===== src/rtl/core/gtc_ram.sv =====
// generic single write port ram with registered read
module gtc_ram #(
    parameter int WIDTH = 8,
    parameter int DEPTH = 16
) (
    input  logic                     clk,
    input  logic                     we,
    input  logic [$clog2(DEPTH)-1:0] waddr,
    input  logic [WIDTH-1:0]         wdata,
    input  logic [$clog2(DEPTH)-1:0] raddr,
    output logic [WIDTH-1:0]         rdata
);

    logic [WIDTH-1:0] mem [DEPTH];
    logic [WIDTH-1:0] rdata_reg;

    // write port and registered read port
    always_ff @(posedge clk)
    begin
        if (we)
        begin
            mem[waddr] <= wdata;
        end
        rdata_reg <= mem[raddr];
    end

    assign rdata = rdata_reg;

endmodule


===== config.mk =====
export PLATFORM = sky130hd
export DESIGN_NAME = gtc_ram
export DESIGN_NICKNAME = d
export VERILOG_FILES = /design/src/rtl/core/gtc_ram.sv
export SDC_FILE = /design/constraint.sdc
export NUM_CORES = 1
export LEC_CHECK = 0
export BUFFER_PORTS_ARGS = -buffer_cell sky130_fd_sc_hd__buf_2
export CAP_MARGIN = 20
export CORE_MARGIN = 4
export CORE_UTILIZATION = 40
export CTS_CLUSTER_DIAMETER = 60
export CTS_CLUSTER_SIZE = 40
export DETAILED_ROUTE_END_ITERATION = 6
export GPL_TIMING_DRIVEN = 0
export PLACE_DENSITY_LB_ADDON = 0.2
export SETUP_SLACK_MARGIN = 0.2
export SLEW_MARGIN = 20
export SYNTH_ARGS = -nofsm -noshare
export SYNTH_HDL_FRONTEND = slang
export SYNTH_SLANG_ARGS = --single-unit

===== constraint.sdc =====
create_clock -name clk -period 3.04 [get_ports clk]
set_input_delay 0.912 -clock clk [delete_from_list [all_inputs] [get_ports clk]]
set_output_delay 0.912 -clock clk [all_outputs]
set_load 0.02 [all_outputs]

==> results.rst, run 1 <==
.. list-table::
   :header-rows: 1

   * - Metric
     - Value
   * - Slew @ Worst Pin
     - 840.7 ps
   * - Biggest area contributors in the synthesized netlist
     - sky130_fd_sc_hd__edfxtp_1 75%, sky130_fd_sc_hd__mux4_2 7.9%, sky130_fd_sc_hd__mux4_1 7.1%
   * - Number of antenna-violating nets in the routed design
     - 0
   * - Arrival time worst endpoint
     - 2240 ps
   * - Routability congestion estimate
     - 0.6858
   * - Register-to-register path setup slack
     - 1640 ps
   * - Filler Cells Inserted
     - 1075
   * - Startpoint of the most critical setup path
     - waddr[2]
   * - Cell-internal power
     - 3.395 mW
   * - Warning count from the yosys run
     - 0
   * - Vias in the first global route
     - 2409
   * - ANT cells
     - 0
   * - Most instantiated cells after synthesis
     - 128 x sky130_fd_sc_hd__edfxtp_1, 18 x sky130_fd_sc_hd__mux4_2, 16 x sky130_fd_sc_hd__a22oi_1
   * - Growth of design area from synthesis to finish
     - 17.72%
   * - RSZ-0062 raised after global routing
     - false
   * - Starting density of the core
     - 40.79%
   * - Leakage component of the power
     - 2.021 nW
   * - Die area
     - 14750 µm²
   * - Number of buffers on the longest clock path
     - 2
   * - CTS Sinks
     - 136
   * - Critical-path cell with the highest stage delay
     - sky130_fd_sc_hd__nor2_1
   * - Clock network latency to the later pin of the worst-skew pair
     - 410 ps
   * - Number of flip-flops under the largest register name
     - 128
   * - Post-CTS resize count
     - 0
   * - Height of the chip
     - 121.4 µm
   * - Routed wire length per instance
     - 22.18 µm
   * - Total length of routed wires
     - 10.14 mm
   * - Die outline width
     - 121.4 µm
   * - Sequential share of power
     - 49.6%
   * - Worst path cell trace
     - buf_2, or3b_2, nor2_1
   * - Number of hold buffers added after cts
     - 0
   * - Post-synthesis instance total
     - 229
   * - Hold violation total from the final report
     - 0
   * - Clock tree root buffer cell
     - sky130_fd_sc_hd__clkbuf_16
   * - DRC violations left
     - 0
   * - Class of the tightest hold or removal check
     - reg2reg
   * - Number of max-slew violations in the final report
     - 0
   * - Share of total power in the clock network
     - 45.3%
   * - Register-to-Register Path Depth
     - 3
   * - Worst hold path startpoint
     - mem[8][1]
   * - Clock buffer count from CTS
     - 17
   * - Max-cap viol count
     - 0
   * - Net Sw Power
     - 0.8506 mW
   * - HPWL reported at the end of detailed placement
     - 6.401 mm
   * - Share of Yosys cell area claimed by the top area cell type
     - 74.67%
   * - Net switching fraction of the power
     - 20.04%
   * - Sequential area share after synthesis
     - 77.78%
   * - Startpoint Class
     - input port
   * - Number of detailed-routing iterations run before antenna repair
     - 4
   * - Clock-pin transition on the worst setup and hold timing paths
     - 50 ps
   * - Synthesized netlist net count
     - 247
   * - Fraction of layout instances using a drive strength above 1
     - 29.82%
   * - Worst slew margin relative to its limit
     - 43.74%
   * - Clock tree from TritonCTS
     - yes
   * - Detail-routed via count per cell
     - 5.212
   * - Setup repair bufs after CTS
     - 0
   * - Number of H-tree levels
     - 4
   * - NumNets Final
     - 290
   * - Ports
     - 26
   * - CP endpoint kind
     - flip-flop
   * - Run status
     - finished, final reports clean
   * - Required time of the worst setup path
     - 3070 ps
   * - Setup-violating endpoint count in the final report
     - 0
   * - Number of buffers added on ports
     - 24
   * - Capture endpoint of the worst hold path
     - rdata[1]
   * - Most used standard cell by instance count after synthesis
     - sky130_fd_sc_hd__edfxtp_1
   * - Synth area leader
     - sky130_fd_sc_hd__edfxtp_1
   * - Comb pwr share
     - 5.1%
   * - Number of non-filler instances in the completed layout
     - 457
   * - Largest net degree at the start of global routing
     - 17
   * - Via count
     - 2382
   * - Classification of the worst setup path
     - in2reg
   * - Worst R2R Start
     - mem[6][4]
   * - Placeable Area
     - 12620 µm²
   * - Mapped Area
     - 5147 µm²
   * - Number of placed instances, taps included
     - 425
   * - Max Clock Skew
     - 12.32 ps
   * - Proportion of register bits with asynchronous set or reset after synthesis
     - 0%
   * - Worst vdd rail ir drop
     - 0.0003828 V
   * - Count of cells along the worst hold path
     - 3
   * - Final Critical Period
     - 2209 ps
   * - Final Util
     - 48.02%
   * - Global-route usage over all layers
     - 14.77%
   * - Number of antenna violations at the first check in global routing
     - 0
   * - PD cells
     - 700.7 nW/µm²
   * - Critical-path maximum fanout
     - 8
   * - GRT Residual Overflow
     - 0
   * - Flop and latch count out of synthesis
     - 136
   * - Starting DRC count in detailed routing
     - 146
   * - Distinct cells, synth
     - 19
   * - Fraction of the cycle the final worst path needs
     - 72.66%
   * - Global-route wire length before repair
     - 15.01 mm
   * - Number of placement rows
     - 41
   * - Prevailing post-synth register cell
     - sky130_fd_sc_hd__edfxtp_1
   * - Synthesized area per cell
     - 22.48 µm²
   * - Number of synthesized flops with an enable pin
     - 128
   * - R2R Path End
     - rdata[4]
   * - F_max
     - 0.4527 GHz
   * - CP max stage delay
     - 670 ps
==> placed cells by master (no fill, tap or decap), drive strengths merged <==
cell,count
edfxtp,128
mux4,32
buf,31
clkbuf,21
a22oi,16
nor2,13
nand2,9
dfxtp,8
clkinv,8
nor3,4
clkdlybuf4s25,3
nand3b,2
nand2b,2
bufinv,2
nor2b,1
and2,1
and2b,1
nand3,1
or3b,1
clkinvlp,1
==> power by group through the flow <==
| stage | Combinational [mW] | Sequential, mW | Clock [mW] |
|---|---|---|---|
| final | 0.217 | 2.11 | 1.92 |
| after global routing | 0.234 | 2.11 | 2.03 |
| after CTS | 0.220 | 2.11 | 1.94 |
| after detailed placement | 0.220 | 2.15 | 0 |
| after global placement | 0.214 | 2.14 | 0 |
| after floorplan | 0.106 | 2.16 | 0 |
==> worst max-delay path: cells and delay by family <==
kind,cells,cell delay [ps]
and+or+nand+nor,2,1210
buffers and inverters,1,120
==> how the worst max path moves through the flow <==
stage	endpoint	slack (ps)
after floorplan	mem[0][0]	640
after global placement	mem[0][7]	-0.7
after detailed placement	mem[3][2]	410
after CTS	mem[3][4]	830
after global routing	mem[3][4]	780
final	mem[3][6]	830
==> per-layer routing <==
metal  GRT usage (%)  vias to the layer above  wire length (µm)  share of wire [%]
met5               0                        -                 0                  0
met4           6.092                        0               109                1.1
met3           3.450                        8               441                4.4
met2           22.35                       69              5034                 50
met1           20.72                     1247              4550                 45
li1                -                     1058                 -                  -
==> cells by family after synthesis <==
group	Yosys count	share of synthesized area [%]
simple gates	35	3.184
buf+inv	10	1.677
mux	32	15.02
compound gates	16	2.334
flops	136	77.78
==> metrics by stage <==
step	hold WS, ps	TNS (ps)	setup slack (ps)	cell area, µm²	total power, mW
2_1_floorplan	629.3	0	635.1	5147	2.266
3_5_place_dp	670.4	0	408.6	5503	2.365
6_report	678.3	0	831.0	6060	4.246
3_3_place_gp	657.8	-3.074	-0.7236	5483	2.356
4_1_cts	682.6	0	831.8	6060	4.268
5_1_grt	712.9	0	779.9	6060	4.377
==> cell type report <==
cell class | count | area [µm²] | share of cell area [%]
sequential | 136 | 4004 | 66.07
multi-input combinational | 83 | 1077 | 17.78
timing repair buffer | 24 | 120.1 | 1.982
clock inverter | 11 | 106.4 | 1.755
clock buffer | 21 | 450.4 | 7.433
buffer | 10 | 86.33 | 1.425
tap | 172 | 215.2 | 3.552
Note: power is estimated with default switching activity, not from simulation.
==> run 2: changes to the inputs <==
==> constraint.sdc (replaced) <==
create_clock -name clk -period 1.98 [get_ports clk]
set_input_delay 0.594 -clock clk [delete_from_list [all_inputs] [get_ports clk]]
set_output_delay 0.594 -clock clk [all_outputs]
set_load 0.02 [all_outputs]
==> results.rst, run 2 (synthesized netlist as in run 1, its figures left out) <==
.. list-table::
   :header-rows: 1

   * - Metric
     - Value
   * - Run status
     - finished, final reports clean
   * - Number of placed instances, taps included
     - 425
   * - CTS Sinks
     - 136
   * - Final Critical Period
     - 1700 ps
   * - Startpoint of the most critical setup path
     - waddr[2]
   * - Placement Setup Slack
     - -351.8 ps
   * - Worst R2R Start
     - mem[5][0]
   * - Slew @ Worst Pin
     - 805.2 ps
   * - Arrival time worst endpoint
     - 1740 ps
   * - Power, Total
     - 6.499 mW
   * - Global-route wire length before repair
     - 14.77 mm
   * - Fraction of the cycle the final worst path needs
     - 85.88%
   * - Number of placement rows
     - 41
   * - Number of buffers and inverters on the critical path
     - 1
   * - Routability congestion estimate
     - 0.6663
   * - Placeable Area
     - 12620 µm²
   * - Required time of the worst setup path
     - 2020 ps
   * - Number of buffers on the longest clock path
     - 2
   * - Class of the tightest hold or removal check
     - in2reg
   * - Most common library cell in the layout ignoring fill and taps
     - sky130_fd_sc_hd__edfxtp_1
   * - Max Clock Skew
     - 7.453 ps
   * - RSZ-0062 raised after global routing
     - false
   * - Clock network latency to the later pin of the worst-skew pair
     - 410 ps
   * - Clock tree from TritonCTS
     - yes
   * - Critical-path cell with the highest stage delay
     - sky130_fd_sc_hd__or3b_2
   * - CP max stage delay
     - 570 ps
   * - ANT cells
     - 0
   * - Starting DRC count in detailed routing
     - 163
   * - Endpoint of the most critical setup path
     - mem[3][6]
   * - Setup-violating endpoint count in the final report
     - 0
   * - DRC violations left
     - 0
   * - PD cells
     - 1069 nW/µm²
   * - Register-to-Register Path Depth
     - 3
   * - Number of H-tree levels
     - 4
   * - Detail-routed via count per cell
     - 5.182
   * - GRT Residual Overflow
     - 0
   * - NumNets Final
     - 290
   * - HPWL reported at the end of detailed placement
     - 6.448 mm
   * - Number of flip-flops under the largest register name
     - 128
   * - Design Area, Final
     - 6077 µm²
   * - Worst vdd rail ir drop
     - 0.0005473 V
   * - Number of non-filler instances in the completed layout
     - 457
   * - Growth of design area from synthesis to finish
     - 18.06%
   * - Starting density of the core
     - 40.79%
   * - Total length of routed wires
     - 10.02 mm
   * - Routed wire length per instance
     - 21.93 µm
   * - Worst path cell trace
     - buf_2, or3b_2, nor2_2
   * - Register-to-register path setup slack
     - 490 ps
   * - Worst slew margin relative to its limit
     - 46.12%
   * - Number of antenna violations at the first check in global routing
     - 0
   * - Final Util
     - 48.16%
   * - Final critical-path setup slack
     - 279.5 ps
   * - Max-cap viol count
     - 0
   * - Fraction of layout instances using a drive strength above 1
     - 31.58%
   * - Post-route worst hold slack
     - 584.1 ps
   * - CP endpoint kind
     - flip-flop
   * - Global-route usage over all layers
     - 14.55%
   * - Startpoint Class
     - input port
   * - Leakage component of the power
     - 2.028 nW
   * - Critical path depth
     - 3
   * - Setup TNS
     - 0 ps
   * - Hold violation total from the final report
     - 0
   * - Die outline width
     - 121.4 µm
   * - Setup repair bufs after CTS
     - 0
   * - Number of buffers added on ports
     - 24
   * - Clock buffer count from CTS
     - 17
   * - Classification of the worst setup path
     - in2reg
   * - Vias in the first global route
     - 2371
   * - Clock-pin transition on the worst setup and hold timing paths
     - 60 ps
   * - Largest net degree at the start of global routing
     - 17
   * - Ports
     - 26
   * - Die area
     - 14750 µm²
   * - Clock tree root buffer cell
     - sky130_fd_sc_hd__clkbuf_16
   * - Instance area at placement
     - 5503 µm²
   * - F_max
     - 0.5881 GHz
   * - Via count
     - 2368
   * - Critical-path maximum fanout
     - 8
   * - Number of antenna-violating nets in the routed design
     - 0
   * - Most frequent cells in the layout
     - 128 x sky130_fd_sc_hd__edfxtp_1, 27 x sky130_fd_sc_hd__buf_2, 18 x sky130_fd_sc_hd__mux4_2
   * - Top cell family by delay on the critical path
     - simple AND/OR/NAND/NOR gates
   * - Height of the chip
     - 121.4 µm
   * - Number of max-slew violations in the final report
     - 0
   * - R2R Path End
     - rdata[0]
   * - Number of detailed-routing iterations run before antenna repair
     - 4
[run 2: per-layer routing]
metal | vias to the layer above | wire, µm | global-route usage (%)
li1 | 1059 | - | -
met3 | 16 | 423 | 3.497
met2 | 56 | 4861 | 22.11
met4 | 0 | 164 | 5.252
met1 | 1237 | 4571 | 20.61
met5 | - | 0 | 0
[run 2: worst min-delay path by stage]
| stage | startpoint | to | slack (ps) | cells past startpoint |
|---|---|---|---|---|
| CTS | wdata[6] | mem[14][6] | 580 | 1 |
| detailed placement | mem[11][2] | rdata[2] | 670 | 3 |
| global route | wdata[6] | mem[14][6] | 590 | 1 |
| global placement | mem[11][1] | rdata[1] | 660 | 3 |
| floorplan | mem[7][0] | rdata[0] | 630 | 3 |
| finish | wdata[5] | mem[6][5] | 580 | 1 |
[run 2: area by class of cell]
class                      count  area, µm²
clock buffer                  23      488.0
fill                        1073       6543
clock inverter                 9      72.57
timing repair buffer          24      120.1
buffer                        10      86.33
multi-input combinational     83       1091
sequential                   136       4004
tap                          172      215.2
[run 2: where the power goes]
part	switching, mW	internal (mW)	total (mW)
registers	0.0141	3.22	3.23
clock network	1.09	1.84	2.93
logic	0.203	0.129	0.332
[run 2: what timing repair did]
action	4_1_cts	5_1_grt
hold buffers	0	0
setup endpoints to repair	32	0
gates resized for setup	4	0
[run 2: worst reg2reg max path: stages (launching register included)]
cell                       delay (ps)
sky130_fd_sc_hd__edfxtp_1         370
sky130_fd_sc_hd__mux4_1           580
sky130_fd_sc_hd__a22oi_1          330
sky130_fd_sc_hd__nand2_1          100
